### src/sv/msidx_pkg.sv
// msidx_pkg: shared constants and the command record for the segment index parser
// depends on nothing; used by every module of the block
`default_nettype none

package msidx_pkg;

    localparam int DUR_FRAC_BITS_DEF = 16;
    localparam int DUR_WIDTH         = 48;
    localparam int QUEUE_DEPTH       = 4;

    localparam logic [31:0] TAG_SIDX = 32'h7369_6478;
    localparam logic [31:0] TAG_MOOV = 32'h6D6F_6F76;

    localparam logic KIND_SEGMENT = 1'b0;
    localparam logic KIND_FINISH  = 1'b1;

    // one queue entry: optionally a segment to finish, optionally the end record
    typedef struct packed {
        logic        has_seg;
        logic        has_fin;
        logic [63:0] seg_begin;
        logic [30:0] seg_length;
        logic [31:0] ticks;
        logic [31:0] scale;
        logic [63:0] movie_end;
    } cmd_t;

endpackage

`default_nettype wire

### src/sv/msidx_if.sv
// msidx_if: valid/ready channel interfaces for the byte input and the record output
// no dependencies
`default_nettype none

interface msidx_in_if;
    logic       valid;
    logic       ready;
    logic [7:0] data_byte;
    logic       end_of_stream;

    modport source (output valid, output data_byte, output end_of_stream, input ready);
    modport sink   (input valid, input data_byte, input end_of_stream, output ready);
endinterface

interface msidx_out_if;
    logic        valid;
    logic        ready;
    logic        record_kind;
    logic [63:0] seg_begin;
    logic [30:0] seg_length;
    logic [47:0] seg_duration;
    logic [63:0] movie_end_pos;
    logic        is_last;

    modport source (output valid, output record_kind, output seg_begin, output seg_length,
                    output seg_duration, output movie_end_pos, output is_last, input ready);
    modport sink   (input valid, input record_kind, input seg_begin, input seg_length,
                    input seg_duration, input movie_end_pos, input is_last, output ready);
endinterface

`default_nettype wire

### src/sv/mp4_segment_index_parser.sv
// mp4_segment_index_parser: top level of the fragmented MP4 segment index parser
// depends on msidx_pkg, msidx_if, msidx_front, msidx_queue, msidx_back
`default_nettype none

// Takes a file one byte per transaction (one byte a cycle while the command queue has
// room) and emits one record per media reference of each sidx box (none after the first
// non-media reference in a box), then a final record with the movie box end on the
// end-of-stream byte. The back end computes each segment's duration with a bit-serial
// restoring divider that turns ticks into 32.16 seconds; a four-entry command queue
// lets the byte walker run ahead while a division is under way.

module mp4_segment_index_parser #(
    parameter int DUR_FRAC_BITS = msidx_pkg::DUR_FRAC_BITS_DEF
) (
    input  wire logic  clk,
    input  wire logic  rst_n,
    msidx_in_if.sink   in,
    msidx_out_if.source out
);

    msidx_pkg::cmd_t push_cmd;
    msidx_pkg::cmd_t head;
    logic            push;
    logic            pop;
    logic            q_full;
    logic            q_empty;

    msidx_front u_front (
        .clk           (clk),
        .rst_n         (rst_n),
        .in_valid      (in.valid),
        .in_ready      (in.ready),
        .data_byte     (in.data_byte),
        .end_of_stream (in.end_of_stream),
        .q_full        (q_full),
        .push          (push),
        .push_cmd      (push_cmd)
    );

    msidx_queue u_queue (
        .clk      (clk),
        .rst_n    (rst_n),
        .push     (push),
        .push_cmd (push_cmd),
        .pop      (pop),
        .head     (head),
        .full     (q_full),
        .empty    (q_empty)
    );

    msidx_back #(
        .DUR_FRAC_BITS (DUR_FRAC_BITS)
    ) u_back (
        .clk           (clk),
        .rst_n         (rst_n),
        .head          (head),
        .empty         (q_empty),
        .pop           (pop),
        .out_valid     (out.valid),
        .out_ready     (out.ready),
        .record_kind   (out.record_kind),
        .seg_begin     (out.seg_begin),
        .seg_length    (out.seg_length),
        .seg_duration  (out.seg_duration),
        .movie_end_pos (out.movie_end_pos),
        .is_last       (out.is_last)
    );

endmodule

`default_nettype wire

### src/sv/msidx_front.sv
// msidx_front: byte walker over the top-level boxes and the sidx fields
// depends on msidx_pkg; pushes commands into msidx_queue
`default_nettype none

module msidx_front (
    input  wire logic          clk,
    input  wire logic          rst_n,
    input  wire logic          in_valid,
    output logic               in_ready,
    input  wire logic [7:0]    data_byte,
    input  wire logic          end_of_stream,
    input  wire logic          q_full,
    output logic               push,
    output msidx_pkg::cmd_t    push_cmd
);

    typedef enum logic [3:0] {
        PH_HDR, PH_SKIP, PH_VER, PH_TRACK, PH_TSCALE, PH_EPT, PH_FOFF,
        PH_RESV, PH_COUNT, PH_RSIZE, PH_RDUR, PH_RSAP, PH_STOP
    } phase_t;

    phase_t      phase_reg, phase_next;
    logic [63:0] pos_reg, pos_next;
    logic [63:0] box_start_reg, box_start_next;
    logic [31:0] box_len_reg, box_len_next;
    logic [63:0] shift_reg, shift_next;
    logic [3:0]  cnt_reg, cnt_next;
    logic        ver_reg, ver_next;
    logic [31:0] scale_reg, scale_next;
    logic [15:0] refs_reg, refs_next;
    logic        media_reg, media_next;
    logic [63:0] begin_reg, begin_next;
    logic [30:0] size_reg, size_next;
    logic [31:0] ticks_reg, ticks_next;
    logic [31:0] skip_reg, skip_next;
    logic [63:0] mend_reg, mend_next;

    logic        fire;
    logic [63:0] v;
    logic [3:0]  cnt_inc;
    logic [3:0]  flen;
    logic        emit_seg;

    assign in_ready = !q_full;
    assign fire     = in_valid && in_ready;
    assign v        = {shift_reg[55:0], data_byte};
    assign cnt_inc  = cnt_reg + 4'd1;

    always_comb
    begin
        unique case (phase_reg)
            PH_HDR:             flen = 4'd8;
            PH_EPT, PH_FOFF:    flen = ver_reg ? 4'd8 : 4'd4;
            PH_RESV, PH_COUNT:  flen = 4'd2;
            default:            flen = 4'd4;
        endcase
    end

    always_comb
    begin
        phase_next     = phase_reg;
        pos_next       = pos_reg;
        box_start_next = box_start_reg;
        box_len_next   = box_len_reg;
        shift_next     = shift_reg;
        cnt_next       = cnt_reg;
        ver_next       = ver_reg;
        scale_next     = scale_reg;
        refs_next      = refs_reg;
        media_next     = media_reg;
        begin_next     = begin_reg;
        size_next      = size_reg;
        ticks_next     = ticks_reg;
        skip_next      = skip_reg;
        mend_next      = mend_reg;
        emit_seg       = 1'b0;
        if (fire)
        begin
            pos_next = pos_reg + 64'd1;
            if (phase_reg == PH_SKIP)
            begin
                skip_next = skip_reg - 32'd1;
                if (skip_reg == 32'd1)
                    phase_next = PH_HDR;
            end
            else if (phase_reg != PH_STOP)
            begin
                if (phase_reg == PH_HDR && cnt_reg == 4'd0)
                    box_start_next = pos_reg;
                shift_next = v;
                cnt_next   = cnt_inc;
                if (cnt_inc >= flen)
                begin
                    shift_next = 64'd0;
                    cnt_next   = 4'd0;
                    unique case (phase_reg)
                        PH_HDR:
                        begin
                            box_len_next = v[63:32];
                            if (v[63:32] < 32'd8)
                                phase_next = PH_STOP;
                            else if (v[31:0] == msidx_pkg::TAG_SIDX)
                            begin
                                media_next = 1'b1;
                                phase_next = PH_VER;
                            end
                            else
                            begin
                                if (v[31:0] == msidx_pkg::TAG_MOOV)
                                    mend_next = box_start_reg + {32'd0, v[63:32]} + 64'd1;
                                skip_next  = v[63:32] - 32'd8;
                                phase_next = (v[63:32] != 32'd8) ? PH_SKIP : PH_HDR;
                            end
                        end
                        PH_VER:
                        begin
                            ver_next   = v[31:24] != 8'd0;
                            phase_next = PH_TRACK;
                        end
                        PH_TRACK:  phase_next = PH_TSCALE;
                        PH_TSCALE:
                        begin
                            scale_next = v[31:0];
                            phase_next = PH_EPT;
                        end
                        PH_EPT:    phase_next = PH_FOFF;
                        PH_FOFF:
                        begin
                            begin_next = box_start_reg + {32'd0, box_len_reg} + v;
                            phase_next = PH_RESV;
                        end
                        PH_RESV:   phase_next = PH_COUNT;
                        PH_COUNT:
                        begin
                            refs_next  = v[15:0];
                            phase_next = (v[15:0] != 16'd0) ? PH_RSIZE : PH_HDR;
                        end
                        PH_RSIZE:
                        begin
                            if (v[31])
                                media_next = 1'b0;
                            size_next  = v[30:0];
                            phase_next = PH_RDUR;
                        end
                        PH_RDUR:
                        begin
                            ticks_next = v[31:0];
                            phase_next = PH_RSAP;
                        end
                        default:
                        begin
                            emit_seg   = media_reg;
                            begin_next = begin_reg + {33'd0, size_reg};
                            refs_next  = refs_reg - 16'd1;
                            phase_next = (refs_reg != 16'd1) ? PH_RSIZE : PH_HDR;
                        end
                    endcase
                end
            end
            // end of stream: back to the reset state for the next file
            if (end_of_stream)
            begin
                phase_next     = PH_HDR;
                pos_next       = 64'd0;
                box_start_next = 64'd0;
                box_len_next   = 32'd0;
                shift_next     = 64'd0;
                cnt_next       = 4'd0;
                ver_next       = 1'b0;
                scale_next     = 32'd0;
                refs_next      = 16'd0;
                media_next     = 1'b1;
                begin_next     = 64'd0;
                size_next      = 31'd0;
                ticks_next     = 32'd0;
                skip_next      = 32'd0;
                mend_next      = '1;
            end
        end
    end

    always_comb
    begin
        push               = fire && (emit_seg || end_of_stream);
        push_cmd.has_seg   = emit_seg;
        push_cmd.has_fin   = end_of_stream;
        push_cmd.seg_begin = begin_reg;
        push_cmd.seg_length = size_reg;
        push_cmd.ticks     = ticks_reg;
        push_cmd.scale     = scale_reg;
        // the end record carries the movie end as left by this transaction
        push_cmd.movie_end = (phase_reg == PH_HDR && cnt_inc >= flen && fire
                              && v[63:32] >= 32'd8 && v[31:0] == msidx_pkg::TAG_MOOV)
                             ? box_start_reg + {32'd0, v[63:32]} + 64'd1 : mend_reg;
    end

    always_ff @(posedge clk or negedge rst_n)
    begin
        if (!rst_n)
        begin
            phase_reg     <= PH_HDR;
            pos_reg       <= 64'd0;
            box_start_reg <= 64'd0;
            box_len_reg   <= 32'd0;
            shift_reg     <= 64'd0;
            cnt_reg       <= 4'd0;
            ver_reg       <= 1'b0;
            scale_reg     <= 32'd0;
            refs_reg      <= 16'd0;
            media_reg     <= 1'b1;
            begin_reg     <= 64'd0;
            size_reg      <= 31'd0;
            ticks_reg     <= 32'd0;
            skip_reg      <= 32'd0;
            mend_reg      <= '1;
        end
        else
        begin
            phase_reg     <= phase_next;
            pos_reg       <= pos_next;
            box_start_reg <= box_start_next;
            box_len_reg   <= box_len_next;
            shift_reg     <= shift_next;
            cnt_reg       <= cnt_next;
            ver_reg       <= ver_next;
            scale_reg     <= scale_next;
            refs_reg      <= refs_next;
            media_reg     <= media_next;
            begin_reg     <= begin_next;
            size_reg      <= size_next;
            ticks_reg     <= ticks_next;
            skip_reg      <= skip_next;
            mend_reg      <= mend_next;
        end
    end

endmodule

`default_nettype wire

### src/sv/msidx_queue.sv
// msidx_queue: short command queue between the byte walker and the divider side
// depends on msidx_pkg
`default_nettype none

module msidx_queue (
    input  wire logic             clk,
    input  wire logic             rst_n,
    input  wire logic             push,
    input  wire msidx_pkg::cmd_t  push_cmd,
    input  wire logic             pop,
    output msidx_pkg::cmd_t       head,
    output logic                  full,
    output logic                  empty
);

    localparam int PW = $clog2(msidx_pkg::QUEUE_DEPTH);

    msidx_pkg::cmd_t mem_reg [msidx_pkg::QUEUE_DEPTH];
    logic [PW-1:0]   wr_reg, wr_next;
    logic [PW-1:0]   rd_reg, rd_next;
    logic [PW:0]     fill_reg, fill_next;

    assign full  = fill_reg == (PW+1)'(msidx_pkg::QUEUE_DEPTH);
    assign empty = fill_reg == '0;
    assign head  = mem_reg[rd_reg];

    always_comb
    begin
        wr_next   = push ? wr_reg + 1'b1 : wr_reg;
        rd_next   = pop ? rd_reg + 1'b1 : rd_reg;
        fill_next = fill_reg + (PW+1)'(push) - (PW+1)'(pop);
    end

    always_ff @(posedge clk)
    begin
        if (push)
            mem_reg[wr_reg] <= push_cmd;
    end

    always_ff @(posedge clk or negedge rst_n)
    begin
        if (!rst_n)
        begin
            wr_reg   <= '0;
            rd_reg   <= '0;
            fill_reg <= '0;
        end
        else
        begin
            wr_reg   <= wr_next;
            rd_reg   <= rd_next;
            fill_reg <= fill_next;
        end
    end

    a_no_overflow: assert property (@(posedge clk) disable iff (!rst_n) push |-> !full || pop)
        else $error("command pushed into a full queue");
    a_no_underflow: assert property (@(posedge clk) disable iff (!rst_n) pop |-> !empty)
        else $error("command popped from an empty queue");
    a_fill_bound: assert property (@(posedge clk) disable iff (!rst_n)
        fill_reg <= (PW+1)'(msidx_pkg::QUEUE_DEPTH))
        else $error("queue fill count out of range");

endmodule

`default_nettype wire

### src/sv/msidx_back.sv
// msidx_back: duration divider and output record register
// depends on msidx_pkg; takes commands from msidx_queue
`default_nettype none

module msidx_back #(
    parameter int DUR_FRAC_BITS = msidx_pkg::DUR_FRAC_BITS_DEF
) (
    input  wire logic             clk,
    input  wire logic             rst_n,
    input  wire msidx_pkg::cmd_t  head,
    input  wire logic             empty,
    output logic                  pop,
    output logic                  out_valid,
    input  wire logic             out_ready,
    output logic                  record_kind,
    output logic [63:0]           seg_begin,
    output logic [30:0]           seg_length,
    output logic [47:0]           seg_duration,
    output logic [63:0]           movie_end_pos,
    output logic                  is_last
);

    localparam int DW = 32 + DUR_FRAC_BITS;
    localparam int CW = $clog2(DW + 1);
    localparam int OW = msidx_pkg::DUR_WIDTH;

    typedef enum logic [1:0] { B_IDLE, B_DIV, B_SEG, B_FIN } bstate_t;

    bstate_t         state_reg, state_next;
    msidx_pkg::cmd_t cmd_reg, cmd_next;
    logic [DW-1:0]   dvd_reg, dvd_next;
    logic [31:0]     rem_reg, rem_next;
    logic [CW-1:0]   cnt_reg, cnt_next;
    logic [OW-1:0]   dur_reg, dur_next;
    logic [32:0]     rem_sh;
    logic            ge;
    logic [DW-1:0]   q_last;

    assign rem_sh = {rem_reg, dvd_reg[DW-1]};
    assign ge     = rem_sh >= {1'b0, cmd_reg.scale};
    // quotient bits shift into the dividend register from the bottom
    assign q_last = {dvd_reg[DW-2:0], ge};

    always_comb
    begin
        state_next = state_reg;
        cmd_next   = cmd_reg;
        dvd_next   = dvd_reg;
        rem_next   = rem_reg;
        cnt_next   = cnt_reg;
        dur_next   = dur_reg;
        pop        = 1'b0;
        unique case (state_reg)
            B_IDLE:
            begin
                if (!empty)
                begin
                    pop      = 1'b1;
                    cmd_next = head;
                    dvd_next = DW'(head.ticks) << DUR_FRAC_BITS;
                    rem_next = 32'd0;
                    cnt_next = '0;
                    if (!head.has_seg)
                        state_next = B_FIN;
                    else if (head.scale == 32'd0)
                    begin
                        dur_next   = '1;
                        state_next = B_SEG;
                    end
                    else
                        state_next = B_DIV;
                end
            end
            B_DIV:
            begin
                rem_next = ge ? 32'(rem_sh - {1'b0, cmd_reg.scale}) : rem_sh[31:0];
                dvd_next = q_last;
                cnt_next = cnt_reg + 1'b1;
                if (cnt_reg == CW'(DW - 1))
                begin
                    dur_next   = (|(q_last >> OW)) ? '1 : OW'(q_last);
                    state_next = B_SEG;
                end
            end
            B_SEG:
            begin
                if (out_ready)
                    state_next = cmd_reg.has_fin ? B_FIN : B_IDLE;
            end
            default:
            begin
                if (out_ready)
                    state_next = B_IDLE;
            end
        endcase
    end

    always_comb
    begin
        out_valid     = state_reg == B_SEG || state_reg == B_FIN;
        record_kind   = (state_reg == B_FIN) ? msidx_pkg::KIND_FINISH : msidx_pkg::KIND_SEGMENT;
        seg_begin     = (state_reg == B_SEG) ? cmd_reg.seg_begin : 64'd0;
        seg_length    = (state_reg == B_SEG) ? cmd_reg.seg_length : 31'd0;
        seg_duration  = (state_reg == B_SEG) ? dur_reg : 48'd0;
        movie_end_pos = (state_reg == B_FIN) ? cmd_reg.movie_end : 64'd0;
        is_last       = state_reg == B_FIN;
    end

    always_ff @(posedge clk or negedge rst_n)
    begin
        if (!rst_n)
        begin
            state_reg <= B_IDLE;
            cnt_reg   <= '0;
        end
        else
        begin
            state_reg <= state_next;
            cnt_reg   <= cnt_next;
        end
    end

    // datapath registers, no reset needed
    always_ff @(posedge clk)
    begin
        cmd_reg <= cmd_next;
        dvd_reg <= dvd_next;
        rem_reg <= rem_next;
        dur_reg <= dur_next;
    end

    a_div_count: assert property (@(posedge clk) disable iff (!rst_n)
        state_reg == B_DIV |-> cnt_reg < CW'(DW))
        else $error("divider ran past its last step");
    a_zero_scale: assert property (@(posedge clk) disable iff (!rst_n)
        (state_reg == B_SEG && cmd_reg.scale == 32'd0) |-> dur_reg == '1)
        else $error("zero timescale did not saturate the duration");
    a_fin_done: assert property (@(posedge clk) disable iff (!rst_n)
        (state_reg == B_FIN && out_ready) |=> state_reg == B_IDLE)
        else $error("end record transaction did not release the back end");
    a_div_remainder: assert property (@(posedge clk) disable iff (!rst_n)
        state_reg == B_DIV |-> rem_reg < cmd_reg.scale)
        else $error("divider remainder not below the timescale");

endmodule

`default_nettype wire
### src/flat_wrapper.sv
// flat-port wrapper written by rule: the top's interface ports become plain ports
module mp4_segment_index_parser_flat 
#(
    parameter int DUR_FRAC_BITS = msidx_pkg::DUR_FRAC_BITS_DEF
)
  (clk, rst_n, in_valid, in_data_byte, in_end_of_stream, in_ready, out_valid, out_record_kind, out_seg_begin, out_seg_length, out_seg_duration, out_movie_end_pos, out_is_last, out_ready);
  msidx_in_if in_i ();
  msidx_out_if out_i ();
  input  wire logic clk;
  input  wire logic rst_n;
  input wire logic [$bits(in_i.valid)-1:0] in_valid;
  input wire logic [$bits(in_i.data_byte)-1:0] in_data_byte;
  input wire logic [$bits(in_i.end_of_stream)-1:0] in_end_of_stream;
  output wire logic [$bits(in_i.ready)-1:0] in_ready;
  output wire logic [$bits(out_i.valid)-1:0] out_valid;
  output wire logic [$bits(out_i.record_kind)-1:0] out_record_kind;
  output wire logic [$bits(out_i.seg_begin)-1:0] out_seg_begin;
  output wire logic [$bits(out_i.seg_length)-1:0] out_seg_length;
  output wire logic [$bits(out_i.seg_duration)-1:0] out_seg_duration;
  output wire logic [$bits(out_i.movie_end_pos)-1:0] out_movie_end_pos;
  output wire logic [$bits(out_i.is_last)-1:0] out_is_last;
  input wire logic [$bits(out_i.ready)-1:0] out_ready;
  assign in_i.valid = in_valid;
  assign in_i.data_byte = in_data_byte;
  assign in_i.end_of_stream = in_end_of_stream;
  assign in_ready = in_i.ready;
  assign out_valid = out_i.valid;
  assign out_record_kind = out_i.record_kind;
  assign out_seg_begin = out_i.seg_begin;
  assign out_seg_length = out_i.seg_length;
  assign out_seg_duration = out_i.seg_duration;
  assign out_movie_end_pos = out_i.movie_end_pos;
  assign out_is_last = out_i.is_last;
  assign out_i.ready = out_ready;
  mp4_segment_index_parser #(.DUR_FRAC_BITS(DUR_FRAC_BITS)) u_core (.clk(clk), .rst_n(rst_n), .in(in_i), .out(out_i));
endmodule
### config.mk
export PLATFORM = sky130hd
export DESIGN_NAME = mp4_segment_index_parser_flat
export DESIGN_NICKNAME = d
export VERILOG_FILES = /design/src/sv/msidx_pkg.sv /design/src/sv/msidx_if.sv /design/src/sv/mp4_segment_index_parser.sv /design/src/sv/msidx_front.sv /design/src/sv/msidx_queue.sv /design/src/sv/msidx_back.sv /design/src/flat_wrapper.sv
export SDC_FILE = /design/constraint.sdc
export NUM_CORES = 2
export LEC_CHECK = 0
export BUFFER_PORTS_ARGS = -buffer_cell sky130_fd_sc_hd__buf_2
export CORE_MARGIN = 10
export CORE_UTILIZATION = 63
export DETAILED_ROUTE_END_ITERATION = 6
export PLACE_DENSITY = 0.91
export SLEW_MARGIN = 15
export SYNTH_ARGS = -nofsm -noshare
export SYNTH_HDL_FRONTEND = slang
export SYNTH_SLANG_ARGS = --single-unit
### constraint.sdc
create_clock -name clk -period 9.4 [get_ports clk]
set_input_delay 0.94 -clock clk [delete_from_list [all_inputs] [get_ports clk]]
set_output_delay 0.94 -clock clk [all_outputs]
set_load 0.01 [all_outputs]
== Yosys cells after proc, flatten, opt, wreduce, memory -nomap -nowiden ==
Memory sizes are Yosys's and may differ from the RTL's.
Cells that the tools add are included.
Widths: inputs -> output; s select.

* Flip-flop bits (word level): 832
* Memories kept: 1
* Logic and storage cells: 260
* Input port bits: 13
* Output and inout bits: 211
* Bits in writable memories: 900

* Add/subtract/negate cells: 16
* Bitwise logic cells: 1
* $lt $le $gt $ge: 4
* Reduce and logical (&&, ||, !) cells: 54
* Equal/unequal tests: 37
* Muxes and demuxes: 119

{| class="wikitable"
|+ Memories
! memory !! depth !! bits a word !! read ports !! clocked after memory_dff !! wr ports !! RTL line !! text
|-
| u_core.u_queue.mem_reg || 4 || 225 || 1 || 0 || 1 || msidx_queue.sv:18 || <nowiki>msidx_pkg::cmd_t mem_reg [msidx_pkg::QUEUE_DEPTH];</nowiki>
|}

{| class="wikitable"
|+ Operators by type and width
! cell !! number
|-
| $mux 64 || 20
|-
| $mux 32 || 24
|-
| $mux 48 || 6
|-
| $mux 56 || 4
|-
| $pmux 48 s2 || 2
|-
| $mux 31 || 6
|-
| $add 64x1->64 const B || 2
|-
| $add 64x32->64 || 2
|-
| $pmux 64 s2 || 1
|-
| $add 64x31->64 || 1
|-
| $add 64x64->64 || 1
|-
| $eq 32x31->1 const B || 2
|-
| $mux 16 || 4
|-
| $pmux 32 s2 || 1
|-
| $mux 4 || 13
|-
| $pmux 4 s10 || 1
|-
| $reduce_and 5->1 || 8
|-
| $ge 33x32->1 || 1
|-
| $eq 32x1->1 const B || 1
|-
| $ge 32x4->1 const B || 1
|-
| $logic_not 32->1 || 1
|-
| $lt 32x4->1 const B || 1
|-
| $ne 32x4->1 const B || 1
|-
| $pmux 16 s2 || 1
|-
| 50 further kinds || 126
|}

== Logic depth before layout (Yosys ltp) ==
* Depth after elaboration: 12
* Mapped depth: 18
* Mapped depth without buffers: 16

== Cells and area by module ==
A second synthesis with hierarchy kept.

* Cells, all modules: 6300
* Area, all modules: 80158.1 µm²

{| class="wikitable"
|+ Modules (own cells, without submodules)
! module !! sequential area each (µm²) !! cells an instance !! area an instance (µm²) !! times used
|-
| msidx_queue || 27201.1 || 1209 || 32768.9 || 1
|-
| msidx_front || 12518.3 || 3870 || 32301.0 || 1
|-
| msidx_back || 9809.4 || 1221 || 15088.2 || 1
|}

== Least setup slack after synthesis ==
Ideal clock, no wire load.

* Path type: reg-to-reg
* Start point: register u_core.u_front.phase_reg[2]
* End point: memory u_core.u_queue.mem_reg[0][0] (netlist name), enable pin
* Arrival: 7.619 ns
* Data required time: 8.786 ns
* Path slack: 1.167 ns
* Period minus slack after synthesis: 8.233 ns
* Path buffers: 2
* Setup time: 0.614 ns
* Cell stages (with the launch flop): 12
* Cell sequence: dfrtp_1 clkbuf_1 clkbuf_1 nand3b_1 o21ai_0 nand2b_1 ha_1 a21o_1 a21oi_1 nand2b_1 o21ai_1 and2_1

* Longest elaborated chain between the ends: 12
* Elaborated cells between the ends (all ways): 26
* Those cells by class: order compare: 1; eq/ne: 11; mux: 8; reduce/logical: 6

{| class="wikitable"
|+ RTL lines
! element !! RTL line !! text
|-
| start, declared || msidx_front.sv:22 || <nowiki>phase_t phase_reg, phase_next;</nowiki>
|-
| start signal, assigned || msidx_front.sv:219 || <nowiki>phase_reg <= phase_next;</nowiki>
|-
| $eq 4x4->1 or $eq 4x3->1 (tied branches) || msidx_front.sv:51, msidx_front.sv:96 ||
|-
| $reduce_or 2->1 || msidx_front.sv:51 || <nowiki>unique case (phase_reg)</nowiki>
|-
| $pmux 4 s3 || msidx_front.sv:51 ||
|-
| $ge 4x4->1 || msidx_front.sv:92 || <nowiki>if (cnt_inc >= flen)</nowiki>
|-
| $mux 1 || msidx_front.sv:92 ||
|-
| $mux 1 || msidx_front.sv:86 || <nowiki>else if (phase_reg != PH_STOP)</nowiki>
|-
| $mux 1 * || msidx_front.sv:80 || <nowiki>if (phase_reg == PH_SKIP)</nowiki>
|-
| $mux 1 * || msidx_front.sv:77 || <nowiki>if (fire)</nowiki>
|-
| $logic_or 1x1->1 * || msidx_front.sv:184 || <nowiki>push = fire && (emit_seg || end_of_stream);</nowiki>
|-
| $logic_and 1x1->1 * || msidx_front.sv:184 ||
|-
| $mux 1 * || msidx_queue.sv:36 || <nowiki>if (push)</nowiki>
|-
| $mux 1 (implied by the code) * || msidx_queue.sv:37 || <nowiki>mem_reg[wr_reg] <= push_cmd;</nowiki>
|-
| end, declared || msidx_queue.sv:18 ||
|}

Every way passes the cells marked *; elsewhere a longest branch is shown, timed or not.

== Worst setup path after layout ==
* Start point: register u_core.u_front.phase_reg[2]
* End point: register u_core.u_front.begin_reg[40]

* Longest elaborated chain between the ends: 7
* Elaborated cells between the ends (all ways): 27
* Those cells by class: order compare: 1; eq/ne: 13; mux: 6; reduce/logical: 7

{| class="wikitable"
|+ RTL lines
! element !! RTL line !! text
|-
| parallel branches: the longest is 7 deep, another holds $ge 4x4->1 || n/a ||
|-
| end signal, assigned || msidx_front.sv:229 || <nowiki>begin_reg <= begin_next;</nowiki>
|-
| end, declared || msidx_front.sv:32 || <nowiki>logic [63:0] begin_reg, begin_next;</nowiki>
|}

Parallel ways; which one is timed is not known. The select of a mux whose other input is x is not followed.
A chain may end at the register's enable or synchronous reset.

==> run metrics <==
outcome=finished with violations; most frequent cells after synthesis=edfxtp_1 (1220), nand2_1 (778), o21ai_0 (507), dfrtp_1 (447), nor2_1 (356); post-synthesis sequential area ratio=62.8%; Synthesized Nets=6389; area of the core=124000 sq um; DRC viols=4; placed inst area=81500 sq um; failing checks=design-rule violations; skew final=41.3 ps; max reg flops=900; total global routing overflow=0; hold buffer count at cts=0; I/O Buffers=223; Detail Route met2 WL=109000 um; pwr dens=304 nW/um^2; antenna violations before repair=17; crit share post-route=58.3%; Post-Synthesis Cell Area=78900 sq um; die area=140000 sq um; Main synth FF type=edfxtp_1; routed len/inst=27.4 um; Final min period=5480 ps; Pleak=0.0336 uW; Initial Util=63.6%; Fmax=182 MHz; HP Class=input pin to async pin; cell types occupying the most area after synthesis=edfxtp_1 (46%), dfrtp_1 (14%), mux4_2 (6.4%); unrepaired setup endpoints after global routing=false; Synth Area in Compound Gates=9.54%; Post-Synthesis Cells=6133; first-pass GRT wire length=336000 um; Synth-to-Final Area Change=10.5%; crit path from=u_core.u_front.phase_reg[2]$_DFFE_PN0P_; largest net degree at the start of global routing=158; FF+latch count, synth=1732; Max transition margin=22.6%; CP startpoint kind=flop; maximum vdd drop=0.255 mV; vias in the first global route=55400; Post-synth EDFFs=1220; top-area cell type share of the netlist area=46.5%; FF-to-FF End=u_core.u_front.begin_reg[40]$_DFFE_PN0P_; Routed WL=221000 um; crit path DAT=6170 ps; IO Count=224; syn avg cell area=12.9 sq um; cell class contributing the biggest share of worst-path delay=compound AO/OA/AOI/OAI gates; Post-Synth Simple-Gate Area=11.7%; htree depth=4; CTS tree=done; fin nets=6518; Post-Synth XOR/XNOR Area=2.79%; clk buf depth=3; Initial DRC Count=8308; Slew @ Worst Pin=1160 ps; layout cells sized above 1=13.9%; DP Wirelength=135000 um; CTS buffer count=165; Final setup viols=0; Root Driver=clkbuf_16; post-CTS resize count=0; Die H=374 um; crit-path max FO=66; WP data required=10090 ps; M1 wire length=73300 um; Max Cap Viol=0; Buf+Inv Stages, Crit Path=2; Pins Over Slew Limit=0; Die X=374 um; Final Hold Viols=0; Distinct cells, synth=80; Via density=6.85; synth warn=0; detailed-route via count=55200; top-count cell post-synth=edfxtp_1; R2R cell count=16; mux cell area share after synthesis=6.85%; top layer in use=met5; Multi-input gate area=27800 sq um; largest area contributor in the netlist=edfxtp_1; Sequential Area=49500 sq um; crit path kind=flop to flop; slowest cell on the critical path=dfrtp_1; CP Capture Type=flop; WL met3=21700 um; final instance area=87200 sq um; clock latency at the later pin of the worst-skew pair=820 ps; Row Count=129; DR pass1 iterations=7; largest family of logic cells by synthesized area=simple AND/OR/NAND/NOR gates; CP cell instances=nand3b_1 -> o21ai_0 -> ha_1 -> a21bo_2 -> a21o_1 -> a21oi_1 -> nor2_1 -> o211ai_1 -> buf_4 -> nor2_1 -> nand2_1 -> buf_4 -> a31oi_1 -> o21ai_0 -> o21ai_0 -> o21bai_1; fill count=7523; ys async rst share=29.6%; Slowest Stage Delay on Critical Path=900 ps; post-CTS setup buffers=0; final setup TNS=0 ps; stages on the worst setup path=16; DRT antenna net count=0; Worst setup endpoint=u_core.u_front.begin_reg[40]$_DFFE_PN0P_; most used cell, CP=o21ai_0; Reg2Reg Launch Point=u_core.u_front.phase_reg[2]$_DFFE_PN0P_; area share of fa/ha/maj cells after synthesis=4.22%; GRT Util Overall=31.1%; clock sink total=1732; Routability Congestion=0.945; Clock transition at path regs=60 ps; flop-to-flop setup slack=3920 ps
[worst reg2reg max path, stage by stage (launching register included)]
cell and delay (ps):
dfrtp_1 900, nand3b_1 440, o21ai_0 210, ha_1 340
a21bo_2 220, a21o_1 170, a21oi_1 300, nor2_1 110
o211ai_1 180, buf_4 580, nor2_1 440, nand2_1 480
buf_4 420, a31oi_1 100, o21ai_0 160, o21ai_0 120
o21bai_1 200
[per-stage QoR]
| step | total power [uW] | setup slack (ps) | hold WS, ps | instances | utilization [%] |
|---|---|---|---|---|---|
| 2_1_floorplan | 16600 | 1170 | 457 | 6133 | - |
| 3_3_place_gp | 18700 | 3810 | 483 | 7732 | 65.7 |
| 3_5_place_dp | 19200 | 3670 | 491 | 7732 | 65.7 |
| 4_1_cts | 26300 | 4080 | 207 | 8042 | 70.3 |
| 5_1_grt | 27500 | 3560 | 250 | 8044 | 70.3 |
| 6_report | 26500 | 3920 | 222 | 8054 | 70.3 |
[report_power, final]
group,switching [uW],internal (uW),leakage (uW),total [uW]
Clock,3000,3920,0.00275,6910
Sequential,1230,10200,0.0174,11500
Combinational,5100,3010,0.0134,8100
Total,9330,17100,0.0336,26500
[logic make-up after synthesis]
| kind of cell | count (synthesis) |
|---|---|
| AND/OR/NAND/NOR | 1954 |
| adder cells (fa/ha/maj) | 244 |
| multiplexers | 258 |
| buffers and inverters | 434 |
| flip-flops | 1732 |
| AO/OA/AOI/OAI | 1260 |
| XOR/XNOR | 251 |
[area by class of cell]
| class | instances | share of cell area [%] |
|---|---|---|
| antenna | 12 | 0.0345 |
| clock buffer | 215 | 5.22 |
| clock inverter | 95 | 1.22 |
| inverter | 112 | 0.494 |
| multi-input combinational | 3967 | 31.9 |
| sequential | 1732 | 56.8 |
| tap | 1637 | 2.35 |
| timing repair buffer | 284 | 1.92 |
[cell usage in the layout (no fill, tap or decap), types with 107 or more instances in the layout]
| master | instances |
|---|---|
| xor2_1 | 124 |
| edfxtp_1 | 1220 |
| and2_1 | 181 |
| a21oi_1 | 299 |
| inv_1 | 109 |
| a21o_1 | 107 |
| nor2_1 | 354 |
| nand2_1 | 775 |
| dfrtp_1 | 443 |
| xnor2_1 | 127 |
| clkbuf_16 | 168 |
| ha_1 | 206 |
| nand3_1 | 144 |
| o21ai_0 | 507 |
| buf_2 | 222 |
| mux4_2 | 225 |
[how the worst min path moves through the flow]
stage,start,slack [ps],end,depth (start not counted)
global route,rst_n,250,u_core.u_queue.wr_reg[1]$_DFFE_PN0P_,1
finish,rst_n,220,u_core.u_queue.wr_reg[1]$_DFFE_PN0P_,1
CTS,rst_n,210,u_core.u_queue.wr_reg[0]$_DFFE_PN0P_,1
floorplan,u_core.u_back.cnt_reg[5]$_DFFE_PN0P_,460,u_core.u_back.cnt_reg[5]$_DFFE_PN0P_,1
global placement,u_core.u_back.cnt_reg[5]$_DFFE_PN0P_,480,u_core.u_back.cnt_reg[5]$_DFFE_PN0P_,1
detailed placement,u_core.u_front.mend_reg[20]$_DFFE_PN1P_,490,u_core.u_front.mend_reg[20]$_DFFE_PN1P_,2
[metal layers]
metal | up-vias | GRT usage [%]
met5 | - | 0
met4 | 12 | 20.5
met3 | 1191 | 7.74
met2 | 4003 | 51.8
met1 | 26900 | 35.8
li1 | 23000 | -
(Power assumes the default switching activity.)
